==> src/rtl/sstf_disk_scheduler_top_assert.svh <==
// Assertion macros for the scheduler top level.
`ifndef SSTF_DISK_SCHEDULER_TOP_ASSERT_SVH
`define SSTF_DISK_SCHEDULER_TOP_ASSERT_SVH

// The consequent must hold in the same cycle as the antecedent.
`define SSTF_ASSERT_NOW(lbl, ante, cons, msg) \
	lbl: assert property (@(posedge clk) disable iff (!arst_n) (ante) |-> (cons)) \
		else $error(msg);

// The consequent must hold in the cycle after the antecedent.
`define SSTF_ASSERT_NEXT(lbl, ante, cons, msg) \
	lbl: assert property (@(posedge clk) disable iff (!arst_n) (ante) |=> (cons)) \
		else $error(msg);

`endif

==> src/rtl/sstf_pkg.sv <==
package sstf_pkg;

	localparam int unsigned SUM_W   = 32;
	localparam int unsigned CNT_O_W = 8;
	localparam int unsigned TRK_I_W = 16;

	typedef enum logic [2:0] {
		ST_LOAD,
		ST_SCAN,
		ST_WAIT,
		ST_UPDATE,
		ST_FINISH
	} state_t;

	typedef struct packed {
		logic clr;
		logic vld;
	} pick_ctl_t;

endpackage

==> src/rtl/sstf_ram.sv <==
module sstf_ram #(
	parameter int unsigned WIDTH = 8,
	parameter int unsigned DEPTH = 16,
	localparam int unsigned AW = (DEPTH > 1) ? $clog2(DEPTH) : 1
) (
	input  logic             clk,
	input  logic             we,
	input  logic [AW-1:0]    waddr,
	input  logic [WIDTH-1:0] wdata,
	input  logic             re,
	input  logic [AW-1:0]    raddr,
	output logic [WIDTH-1:0] rdata
);

	logic [WIDTH-1:0] mem [DEPTH];

	always_ff @(posedge clk) begin
		if (we) begin
			mem[waddr] <= wdata;
		end
		if (re) begin
			rdata <= mem[raddr];
		end
	end

endmodule

==> src/rtl/sstf_pick.sv <==
module sstf_pick #(
	parameter int unsigned AW = 7,
	parameter int unsigned TW = 16
) (
	input  logic               clk,
	input  logic               arst_n,
	input  sstf_pkg::pick_ctl_t ctl,
	input  logic [AW-1:0]      rd_idx,
	input  logic [TW:0]        rd_data,
	input  logic [TW-1:0]      head,
	output logic               found,
	output logic [AW-1:0]      best_idx,
	output logic [TW-1:0]      best_track,
	output logic [TW-1:0]      best_gap
);
	import sstf_pkg::*;

	logic          found_q;
	logic [AW-1:0] best_idx_q;
	logic [TW-1:0] best_track_q;
	logic [TW-1:0] best_gap_q;
	logic [TW-1:0] trk;
	logic [TW-1:0] gap;
	logic          take;

	assign trk  = rd_data[TW-1:0];
	assign gap  = (trk >= head) ? (trk - head) : (head - trk);
	assign take = ctl.vld && !rd_data[TW] && (!found_q || (gap < best_gap_q));

	always_ff @(posedge clk or negedge arst_n) begin
		if (!arst_n) begin
			found_q <= 1'b0;
		end else if (ctl.clr) begin
			found_q <= 1'b0;
		end else if (take) begin
			found_q <= 1'b1;
		end
	end

	always_ff @(posedge clk) begin
		if (take) begin
			best_idx_q   <= rd_idx;
			best_track_q <= trk;
			best_gap_q   <= gap;
		end
	end

	assign found      = found_q;
	assign best_idx   = best_idx_q;
	assign best_track = best_track_q;
	assign best_gap   = best_gap_q;

endmodule

==> src/rtl/sstf_disk_scheduler_top.sv <==
// Requests are taken only while loading, where in_stall is low; the request store is a single RAM.
// Scheduling runs one selection per request: each selection scans the RAM once
// (one read per cycle, read data registered in the RAM), waits for the last read and then writes back a served flag.
// The result is loaded into an output register from the finish state once the output is free, and is held there.
// Reset clears the control state, counters, head, running sum and start_head register.
module sstf_disk_scheduler_top #(
	parameter int unsigned MAX_REQ    = 128,
	parameter int unsigned TRACK_BITS = 16
) (
	input  logic                           clk,
	input  logic                           arst_n,
	input  logic                           start_head_we,
	input  logic [sstf_pkg::TRK_I_W-1:0]   start_head,
	input  logic                           in_valid,
	output logic                           in_stall,
	input  logic [sstf_pkg::TRK_I_W-1:0]   request_track,
	input  logic                           last_request,
	output logic                           out_valid,
	input  logic                           out_stall,
	output logic [sstf_pkg::SUM_W-1:0]     total_movement,
	output logic [sstf_pkg::CNT_O_W-1:0]   request_count,
	output logic                           overflow
);
	import sstf_pkg::*;

	localparam int unsigned AW = (MAX_REQ > 1) ? $clog2(MAX_REQ) : 1;
	localparam int unsigned CW = $clog2(MAX_REQ + 1);
	localparam int unsigned XW = CW + CNT_O_W;

	state_t state_q, state_d;

	logic [TRK_I_W-1:0]    start_head_q;
	logic [CW-1:0]         count_q;
	logic [CW-1:0]         sel_cnt_q;
	logic [AW-1:0]         scan_idx_q;
	logic                  dropped_q;
	logic [TRACK_BITS-1:0] head_q;
	logic [SUM_W-1:0]      sum_q;
	logic                  rd_vld_s1;
	logic [AW-1:0]         rd_idx_s1;

	logic                  out_valid_q;
	logic [SUM_W-1:0]      total_q;
	logic [CNT_O_W-1:0]    rcount_q;
	logic                  ovf_q;

	logic                  in_xfer;
	logic                  room;
	logic [CW-1:0]         count_nxt;
	logic                  scan_last;
	logic                  sel_last;
	logic                  out_free;
	logic [SUM_W:0]        acc;
	logic [SUM_W-1:0]      sum_sat;
	logic [XW-1:0]         cnt_ext;
	logic [TRACK_BITS-1:0] track_in;

	logic                  ram_we;
	logic [AW-1:0]         ram_waddr;
	logic [TRACK_BITS:0]   ram_wdata;
	logic                  ram_re;
	logic [TRACK_BITS:0]   ram_rdata;

	pick_ctl_t             pick_ctl;
	logic                  found;
	logic [AW-1:0]         best_idx;
	logic [TRACK_BITS-1:0] best_track;
	logic [TRACK_BITS-1:0] best_gap;

	assign in_xfer   = in_valid && !in_stall;
	assign room      = count_q < CW'(MAX_REQ);
	assign count_nxt = room ? CW'(count_q + 1'b1) : count_q;
	assign track_in  = TRACK_BITS'(request_track);
	assign scan_last = CW'(scan_idx_q) == CW'(count_q - 1'b1);
	assign sel_last  = CW'(sel_cnt_q + 1'b1) >= count_q;
	assign out_free  = !out_valid_q || !out_stall;
	assign acc       = {1'b0, sum_q} + (SUM_W + 1)'(best_gap);
	assign sum_sat   = acc[SUM_W] ? {SUM_W{1'b1}} : acc[SUM_W-1:0];
	assign cnt_ext   = XW'(count_q);

	always_comb begin
		state_d = state_q;
		unique case (state_q)
			ST_LOAD: begin
				if (in_xfer && last_request) begin
					state_d = (count_nxt == '0) ? ST_FINISH : ST_SCAN;
				end
			end
			ST_SCAN: begin
				if (scan_last) begin
					state_d = ST_WAIT;
				end
			end
			ST_WAIT: state_d = ST_UPDATE;
			ST_UPDATE: state_d = sel_last ? ST_FINISH : ST_SCAN;
			ST_FINISH: begin
				if (out_free) begin
					state_d = ST_LOAD;
				end
			end
			default: state_d = ST_LOAD;
		endcase
	end

	always_comb begin
		in_stall     = 1'b1;
		ram_we       = 1'b0;
		ram_waddr    = best_idx;
		ram_wdata    = {1'b1, best_track};
		ram_re       = 1'b0;
		pick_ctl.clr = 1'b0;
		pick_ctl.vld = rd_vld_s1;
		unique case (state_q)
			ST_LOAD: begin
				in_stall     = 1'b0;
				ram_we       = in_xfer && room;
				ram_waddr    = count_q[AW-1:0];
				ram_wdata    = {1'b0, track_in};
				pick_ctl.clr = in_xfer && last_request;
			end
			ST_SCAN: ram_re = 1'b1;
			ST_WAIT: ;
			ST_UPDATE: begin
				ram_we       = 1'b1;
				pick_ctl.clr = 1'b1;
			end
			ST_FINISH: ;
			default: ;
		endcase
	end

	always_ff @(posedge clk or negedge arst_n) begin
		if (!arst_n) begin
			state_q      <= ST_LOAD;
			start_head_q <= '0;
			count_q      <= '0;
			sel_cnt_q    <= '0;
			scan_idx_q   <= '0;
			dropped_q    <= 1'b0;
			head_q       <= '0;
			sum_q        <= '0;
			rd_vld_s1    <= 1'b0;
			out_valid_q  <= 1'b0;
		end else begin
			state_q   <= state_d;
			rd_vld_s1 <= ram_re;
			if (start_head_we) begin
				start_head_q <= start_head;
			end
			unique case (state_q)
				ST_LOAD: begin
					if (in_xfer) begin
						count_q   <= count_nxt;
						dropped_q <= dropped_q || !room;
						if (last_request) begin
							head_q     <= TRACK_BITS'(start_head_q);
							sum_q      <= '0;
							sel_cnt_q  <= '0;
							scan_idx_q <= '0;
						end
					end
				end
				ST_SCAN: scan_idx_q <= scan_last ? '0 : AW'(scan_idx_q + 1'b1);
				ST_WAIT: ;
				ST_UPDATE: begin
					head_q    <= best_track;
					sum_q     <= sum_sat;
					sel_cnt_q <= CW'(sel_cnt_q + 1'b1);
				end
				ST_FINISH: begin
					if (out_free) begin
						count_q   <= '0;
						dropped_q <= 1'b0;
						sum_q     <= '0;
					end
				end
				default: ;
			endcase
			if (state_q == ST_FINISH && out_free) begin
				out_valid_q <= 1'b1;
			end else if (!out_stall) begin
				out_valid_q <= 1'b0;
			end
		end
	end

	always_ff @(posedge clk) begin
		rd_idx_s1 <= scan_idx_q;
		if (state_q == ST_FINISH && out_free) begin
			total_q  <= sum_q;
			rcount_q <= (cnt_ext > XW'(255)) ? {CNT_O_W{1'b1}} : cnt_ext[CNT_O_W-1:0];
			ovf_q    <= dropped_q;
		end
	end

	assign out_valid      = out_valid_q;
	assign total_movement = total_q;
	assign request_count  = rcount_q;
	assign overflow       = ovf_q;

	sstf_ram #(
		.WIDTH(TRACK_BITS + 1),
		.DEPTH(MAX_REQ)
	) u_store (
		.clk  (clk),
		.we   (ram_we),
		.waddr(ram_waddr),
		.wdata(ram_wdata),
		.re   (ram_re),
		.raddr(scan_idx_q),
		.rdata(ram_rdata)
	);

	sstf_pick #(
		.AW(AW),
		.TW(TRACK_BITS)
	) u_pick (
		.clk       (clk),
		.arst_n    (arst_n),
		.ctl       (pick_ctl),
		.rd_idx    (rd_idx_s1),
		.rd_data   (ram_rdata),
		.head      (head_q),
		.found     (found),
		.best_idx  (best_idx),
		.best_track(best_track),
		.best_gap  (best_gap)
	);

`include "sstf_disk_scheduler_top_assert.svh"

	`SSTF_ASSERT_NOW(a_in_only_load, in_xfer, state_q == ST_LOAD, "input transfer outside load")
	`SSTF_ASSERT_NOW(a_update_found, state_q == ST_UPDATE, found, "no request selected")
	`SSTF_ASSERT_NOW(a_sel_bound, state_q == ST_SCAN, sel_cnt_q < count_q, "selection overrun")
	`SSTF_ASSERT_NEXT(a_out_after_finish, state_q == ST_FINISH && out_free, out_valid,
		"result not presented")

endmodule

==> config.mk <==
export PLATFORM = sky130hd
export DESIGN_NAME = sstf_disk_scheduler_top
export DESIGN_NICKNAME = d
export VERILOG_FILES = /design/src/rtl/sstf_pkg.sv /design/src/rtl/sstf_ram.sv /design/src/rtl/sstf_pick.sv /design/src/rtl/sstf_disk_scheduler_top.sv
export VERILOG_INCLUDE_DIRS = /design/src /design/src/rtl
export SDC_FILE = /design/constraint.sdc
export NUM_CORES = 2
export LEC_CHECK = 0
export BUFFER_PORTS_ARGS = -buffer_cell sky130_fd_sc_hd__clkbuf_2
export CAP_MARGIN = 20
export CORE_ASPECT_RATIO = 2
export CORE_MARGIN = 1
export CORE_UTILIZATION = 50
export CTS_BUF_LIST = sky130_fd_sc_hd__clkbuf_8
export DETAILED_ROUTE_END_ITERATION = 16
export GPL_TIMING_DRIVEN = 0
export MAX_ROUTING_LAYER = met4
export PLACE_DENSITY = 0.7
export SLEW_MARGIN = 0
export SYNTH_ARGS = -nofsm -noshare
export SYNTH_HDL_FRONTEND = slang
export SYNTH_SLANG_ARGS = --single-unit
==> constraint.sdc <==
create_clock -name clk -period 9.3 [get_ports clk]
set_clock_uncertainty 0.2 [all_clocks]
set_input_delay 0.465 -clock clk [delete_from_list [all_inputs] [get_ports clk]]
set_output_delay 0.465 -clock clk [all_outputs]
set_load 0.02 [all_outputs]
* Word-level counts from Yosys, hierarchy flattened *
Memories as Yosys holds them, arrays and structs flattened. A register that Yosys moved wholly into a read port is not among the register bits.
Cells that the tools add are included.

storage, ports and cells
  output and inout bits = 43
  bits of input ports = 38
  bits in writable memories = 2176
  register bits after elaboration = 181
  memories = 1
  logic and storage cells = 109

operators by class
  multiplexer cells = 41
  reductions and logical operators = 26
  equal/unequal tests = 11
  add/sub/neg operators = 7
  order comparisons = 5

memories
  name         words  bits a word  read ports  clocked after memory_dff  wr ports  line            text
  u_store.mem  128    17           1           1                         1         sstf_ram.sv:15  logic [WIDTH-1:0] mem [DEPTH];

operator list
  kind                                                            count
  32-bit 2-to-1 mux                                               4
  32-bit one-hot mux with 3 select lines                          1
  16-bit 2-to-1 mux                                               3
  8-bit 2-to-1 mux                                                5
  32-bit by 16-bit adder with 33-bit output                       1
  16-bit one-hot mux with 2 select lines                          1
  8-bit one-hot mux with 2 select lines                           2
  16-bit subtractor                                               2
  7-bit 2-to-1 mux                                                4
  17-bit 2-to-1 mux                                               1
  8-bit by 1-bit adder with 8-bit output (second input constant)  2
  16-bit >= comparator                                            1
  16-bit < comparator                                             1
  3-bit 2-to-1 mux                                                5
  3-bit one-hot mux with 5 select lines                           1
  7-bit one-hot mux with 2 select lines                           1
  3-bit AND reduction                                             4
  1-bit 2-to-1 mux                                                10
  7-bit by 8-bit == test with 1-bit output                        1
  8-bit >= comparator                                             1
  8-bit > comparator (second input constant)                      1
  8-bit zero test                                                 1
  8-bit < comparator (second input constant)                      1
  2-bit inequality test (second input constant)                   4
  other kinds (14)                                                32

* Longest topological paths before layout *
  depth after elaboration = 7
  depth in mapped cells = 23
  depth with buffers taken out = 22

* Hierarchy *
From an unflattened synthesis, not the netlist that was laid out.

second synthesis, totals
  cell total of the unflattened synthesis = 4254
  area, all modules = 94081.5 µm²

by module, submodules not included
  module                   instances  area each (µm²)  cells each
  sstf_ram                 1          83582.7          3269
  sstf_disk_scheduler_top  1          7302.0           672
  sstf_pick                1          3196.8           313

* Worst setup path before layout *
OpenSTA, ideal clock, no wires.

  path kind = register -> register
  from = reg u_store.rdata[0], read port of u_store.mem
  to = reg u_pick.best_gap_q[0], in the netlist u_pick.best_gap[0] (enable)
  path buffers = 2
  data required time = 8.608 ns
  stages on the path, launching flop included = 23
  period minus slack after synthesis = 7.598 ns
  data arrival time = 6.906 ns
  slack = 1.702 ns
  cells stage by stage = edfxtp_1 -> inv_1 -> ha_1 -> inv_1 -> fa_1 -> nand3_1 -> nand2_1 -> o221ai_1 -> o211ai_1 -> a21oi_2 -> clkbuf_1 -> buf_2 -> mux2_2 -> ha_1 -> a21boi_0 -> o21a_1 -> o21a_1 -> o21a_1 -> o21ai_0 -> nand2b_1 -> a211oi_1 -> nor4_1 -> nor3b_1

on the way
  cells in the longest elaborated chain, start to end = 5
  elaborated cells between the ends (all ways) = 7

ends and longest elaborated chain
  what                                                       line             text
  start, declared                                            sstf_ram.sv:12   output logic [WIDTH-1:0] rdata
  16-bit subtractor or 16-bit >= comparator (tied branches)  sstf_pick.sv:27  assign gap = (trk >= head) ? (trk - head) : (head - trk);
  16-bit 2-to-1 mux (*)                                      sstf_pick.sv:27
  via u_pick.gap[1]                                          sstf_pick.sv:23  logic [TW-1:0] gap;
  16-bit < comparator (*)                                    sstf_pick.sv:28  assign take = ctl.vld && !rd_data[TW] && (!found_q || (gap < best_gap_q));
  1-bit logical OR (*)                                       sstf_pick.sv:28
  1-bit logical AND (*)                                      sstf_pick.sv:28
  via u_pick.take                                            sstf_pick.sv:24  logic take;
  end signal, assigned                                       sstf_pick.sv:44  best_gap_q <= gap;
  end, declared                                              sstf_pick.sv:21  logic [TW-1:0] best_gap_q;

Mark *: on every way through the listed nets, which the timed path passes. The rest lies on a longest branch.
A chain may end at the register's enable or synchronous reset.

* Final worst setup path *
  from = reg u_store.rdata[11], read port of u_store.mem
  to = reg u_pick.best_idx_q[6], in the netlist u_pick.best_idx[6] (enable)

on the way
  cells in the longest elaborated chain, start to end = 5
  elaborated cells between the ends (all ways) = 7

ends and longest elaborated chain
  what                  line             text
  16-bit >= comparator  sstf_pick.sv:27
  16-bit 2-to-1 mux     sstf_pick.sv:27
  via u_pick.gap[1]     sstf_pick.sv:23
  16-bit < comparator   sstf_pick.sv:28
  1-bit logical OR      sstf_pick.sv:28
  1-bit logical AND     sstf_pick.sv:28
  via u_pick.take       sstf_pick.sv:24
  end signal, assigned  sstf_pick.sv:42  best_idx_q <= rd_idx;
  end, declared         sstf_pick.sv:19  logic [AW-1:0] best_idx_q;

The timed path passes the listed nets, and every way through them passes these cells.

==> summary.txt <==
synthesized area per cell: 21.6 um^2
critical path arrival: 7.37 ns
Final Net Count: 5048
Area Growth Syn to Fin: 13.9%
status: finished, final reports clean
initial antenna violation count: 17
first-pass GRT wire length: 357 mm
Die Height: 615 um
Detailed Routing Iterations Pass 1: 5
pwr/cell area: 329 mW/mm^2
drt wl/cell: 33.5 um
Seq/Total Area, Yosys: 75.4%
layout cell share with drive strength beyond 1: 31.4%
hold crit path type: input pin to flop
number of enable flip-flop cells after synthesis: 2273
most frequent cells in the layout: edfxtp_1, mux4_2, clkbuf_8, nand2_1, inv_1
CP Launch Type: flop
RSZ-0062 raised after global routing: false
P_leak: 0.0342 uW
synthesized net count: 4454
Tcrit/Tclk final: 74.6%
Worst Path Max Fanout: 12
flop-to-flop setup slack: 2.36 ns
final count of hold timing violations: 0
minimum clock period: 6.94 ns
DRC violations left: 0
# Max-Cap Violations: 0
fmax: 144 MHz
largest net degree at the start of global routing: 82
worst-margin pin slew: 1.15 ns
synth warn: 0
cell row count: 224
relative slew slack: 23.1%
Cells after DPL: 7072
# port buffers: 79
Clk pin slew, worst setup/hold paths: 0.07 ns
commonest non-fill, non-tap cell in the layout: edfxtp_1
Async S/R FF share, synth: 3.96%
fillcell total: 13300
CTS tree: yes
Crit Path Category: flop to flop
vias per cell: 6.15
Final HPWL DP: 183 mm
final hold slack: 0.0866 ns
Finished Layout Cells: 7668
clk buf depth: 4
critical path, cell by cell: ha_1 -> clkbuf_1 -> a21oi_1 -> o21ai_0 -> o21ai_0 -> o211ai_1 -> a21oi_2 -> clkbuf_1 -> buf_2 -> mux2_2 -> ha_1 -> a21boi_0 -> o21a_1 -> o21a_1 -> o21a_1 -> o21ai_0 -> nand2b_1 -> a211oi_1 -> nor4_1 -> nor3b_2 -> buf_6 -> buf_6
final max-slew violation count: 0
post-route cell area: 0.107 mm^2
Worst Path Required: 9.74 ns
Sink Count: 2374
GP Congestion: 0.987
prevailing post-synth register cell: edfxtp_1
CORE AREA: 0.186 mm^2
count of cell types in the netlist: 67
Initial Util: 50.3%
crit end category: flop
number of global-route vias before repair: 48900
DR vias: 47100
worst skew pair latency: 0.95 ns
grt ovf: 0
post-CTS sizing: 0
Antenna Nets Post-Route: 0
Setup violations, final: 0
maximum VDD drop: 242 uV
total I/O pin count: 81
Chip Width: 308 um
Routed WL: 257 mm
Post-DP Area: 0.101 mm^2
full die area: 0.189 mm^2
Synth Cell Area: 0.0938 mm^2
Synth Register Bits: 2374
CP max-delay cell: nor3b_2
Post-Syn Instances: 4339
max incr delay on CP: 0.66 ns
CTS buffer count: 311
H-Tree Depth: 5
Global Route Usage Sum: 28.2%
clock tree root driver cell: clkbuf_8
DR iter-0 viols: 4827
-- metal layers --
metal,track usage (%),wire (um),vias to the layer above
met5,-,0,-
met4,25.7,29100,0
met3,4.13,14900,750
met2,49.2,138000,2251
met1,26.3,75400,24800
li1,-,-,19300
-- path summary, 6_finish.rpt --
path,from,endpoint,cells past startpoint
setup / recovery,u_store.rdata[11],u_pick.best_idx[6],22
setup reg to reg,u_store.rdata[11],u_pick.best_idx[6],22
max in group asynchronous,arst_n,head_q[14],4
hold / removal,start_head[13],start_head_q[13],3
min in group asynchronous,arst_n,sum_q[13],4
hold reg to reg,scan_idx_q[2],rd_idx_s1[2],0
-- cells in the mapped netlist, types with 6 or more instances --
cell type     n  area, um^2
o31ai_1      14         105
nand2_1     189         709
ha_1         74         926
inv_1        77         289
a211oi_1      7        52.6
mux2_2       36         405
xor2_1       15         131
nor2b_1       9        56.3
nor3_1       22         110
nand3_1      32         160
a22o_1        9        78.8
and3_1       10        62.6
clkbuf_1    139         522
buf_1        18        67.6
dfrtp_1      94        2350
edfxtp_1   2273       68300
buf_2        61         305
xnor2_1      24         210
and2_1        8        50.1
mux4_2      714       16100
o211ai_1     10        75.1
a31oi_1      32         200
o21a_1       11        82.6
o21ai_0      75         375
nand4_1       9        56.3
mux2i_1       7        70.1
nor2_1      198         743
nand2b_1      8        50.1
dfxtp_1       7         140
o21bai_1      6        45.0
a21oi_1      67         335
a21o_1       18         135
-- cell type report --
cell class	count	area [um^2]	share of cell area [%]
flip-flops and latches	2374	70700	66.2
multi-input cells	1668	22300	20.9
plain buffers	219	923	0.864
well taps	2486	3110	2.91
clock buffers	323	4450	4.16
repair buffers	281	3730	3.49
diodes	19	47.5	0.0445
clock inverters	220	1240	1.16
inverters	78	293	0.274
-- sequential cells by signal (all words and copies together) (netlist names) --
register,cells
u_pick.best_gap,16
sum_q,32
scan_idx_q,7
rd_vld_s1,1
count_q,8
sel_cnt_q,8
head_q,16
u_store.mem,2176
total_movement,32
u_pick.best_idx,7
state_q,3
u_pick.found,1
overflow,1
rd_idx_s1,7
request_count,8
u_store.rdata,17
start_head_q,16
u_pick.best_track,16
out_valid,1
dropped_q,1
-- stage by stage --
step / TNS (ns) / setup slack (ns) / util (%) / total power (uW)
global route: 0 / 1.94 / 57.3 / 36000
CTS: 0 / 2.37 / 57.3 / 35100
finish: 0 / 2.36 / 57.3 / 35100
global placement: -2711.76 / -2.96 / 52.2 / 27700
floorplan: 0 / 1.70 / - / 22100
detailed placement: 0 / 2.37 / 54.1 / 27900
-- cell families (layout without fill, tap and decap cells) --
logic type                 count (synthesis)  in the layout  share of synthesized area (%)
DFF                                     2374           2374                           75.4
muxes                                    757            757                           17.6
and+or+nand+nor                          508            508                           2.31
buffers and inverters                    297           1121                           1.28
AOI/OAI and AO/OA                        287            287                           1.94
adders and majority gates                 77             77                           1.05
xor gates and xnor gates                  39             39                          0.364
other                                      0             19                              0
-- power by group --
group | internal [uW] | total (uW) | switching [uW]
Sequential | 14200 | 14500 | 302
Combinational | 4560 | 13300 | 8770
Clock | 3560 | 7350 | 3790
-- worst max-delay path, delay by kind of cell (launching register included) --
kind                       cells  cell delay, ns
AOI/OAI and AO/OA             11            2.47
adders and majority gates      2            0.62
buffers and inverters          5            1.49
DFF                            1            0.56
muxes                          1            0.42
and+or+nand+nor                3            0.87
-- timing repair --
action,CTS,global route
hold endpoints to repair,184,0
setup buffers,0,0
hold buffers,30,0
Note: power is estimated with default switching activity, not from simulation.
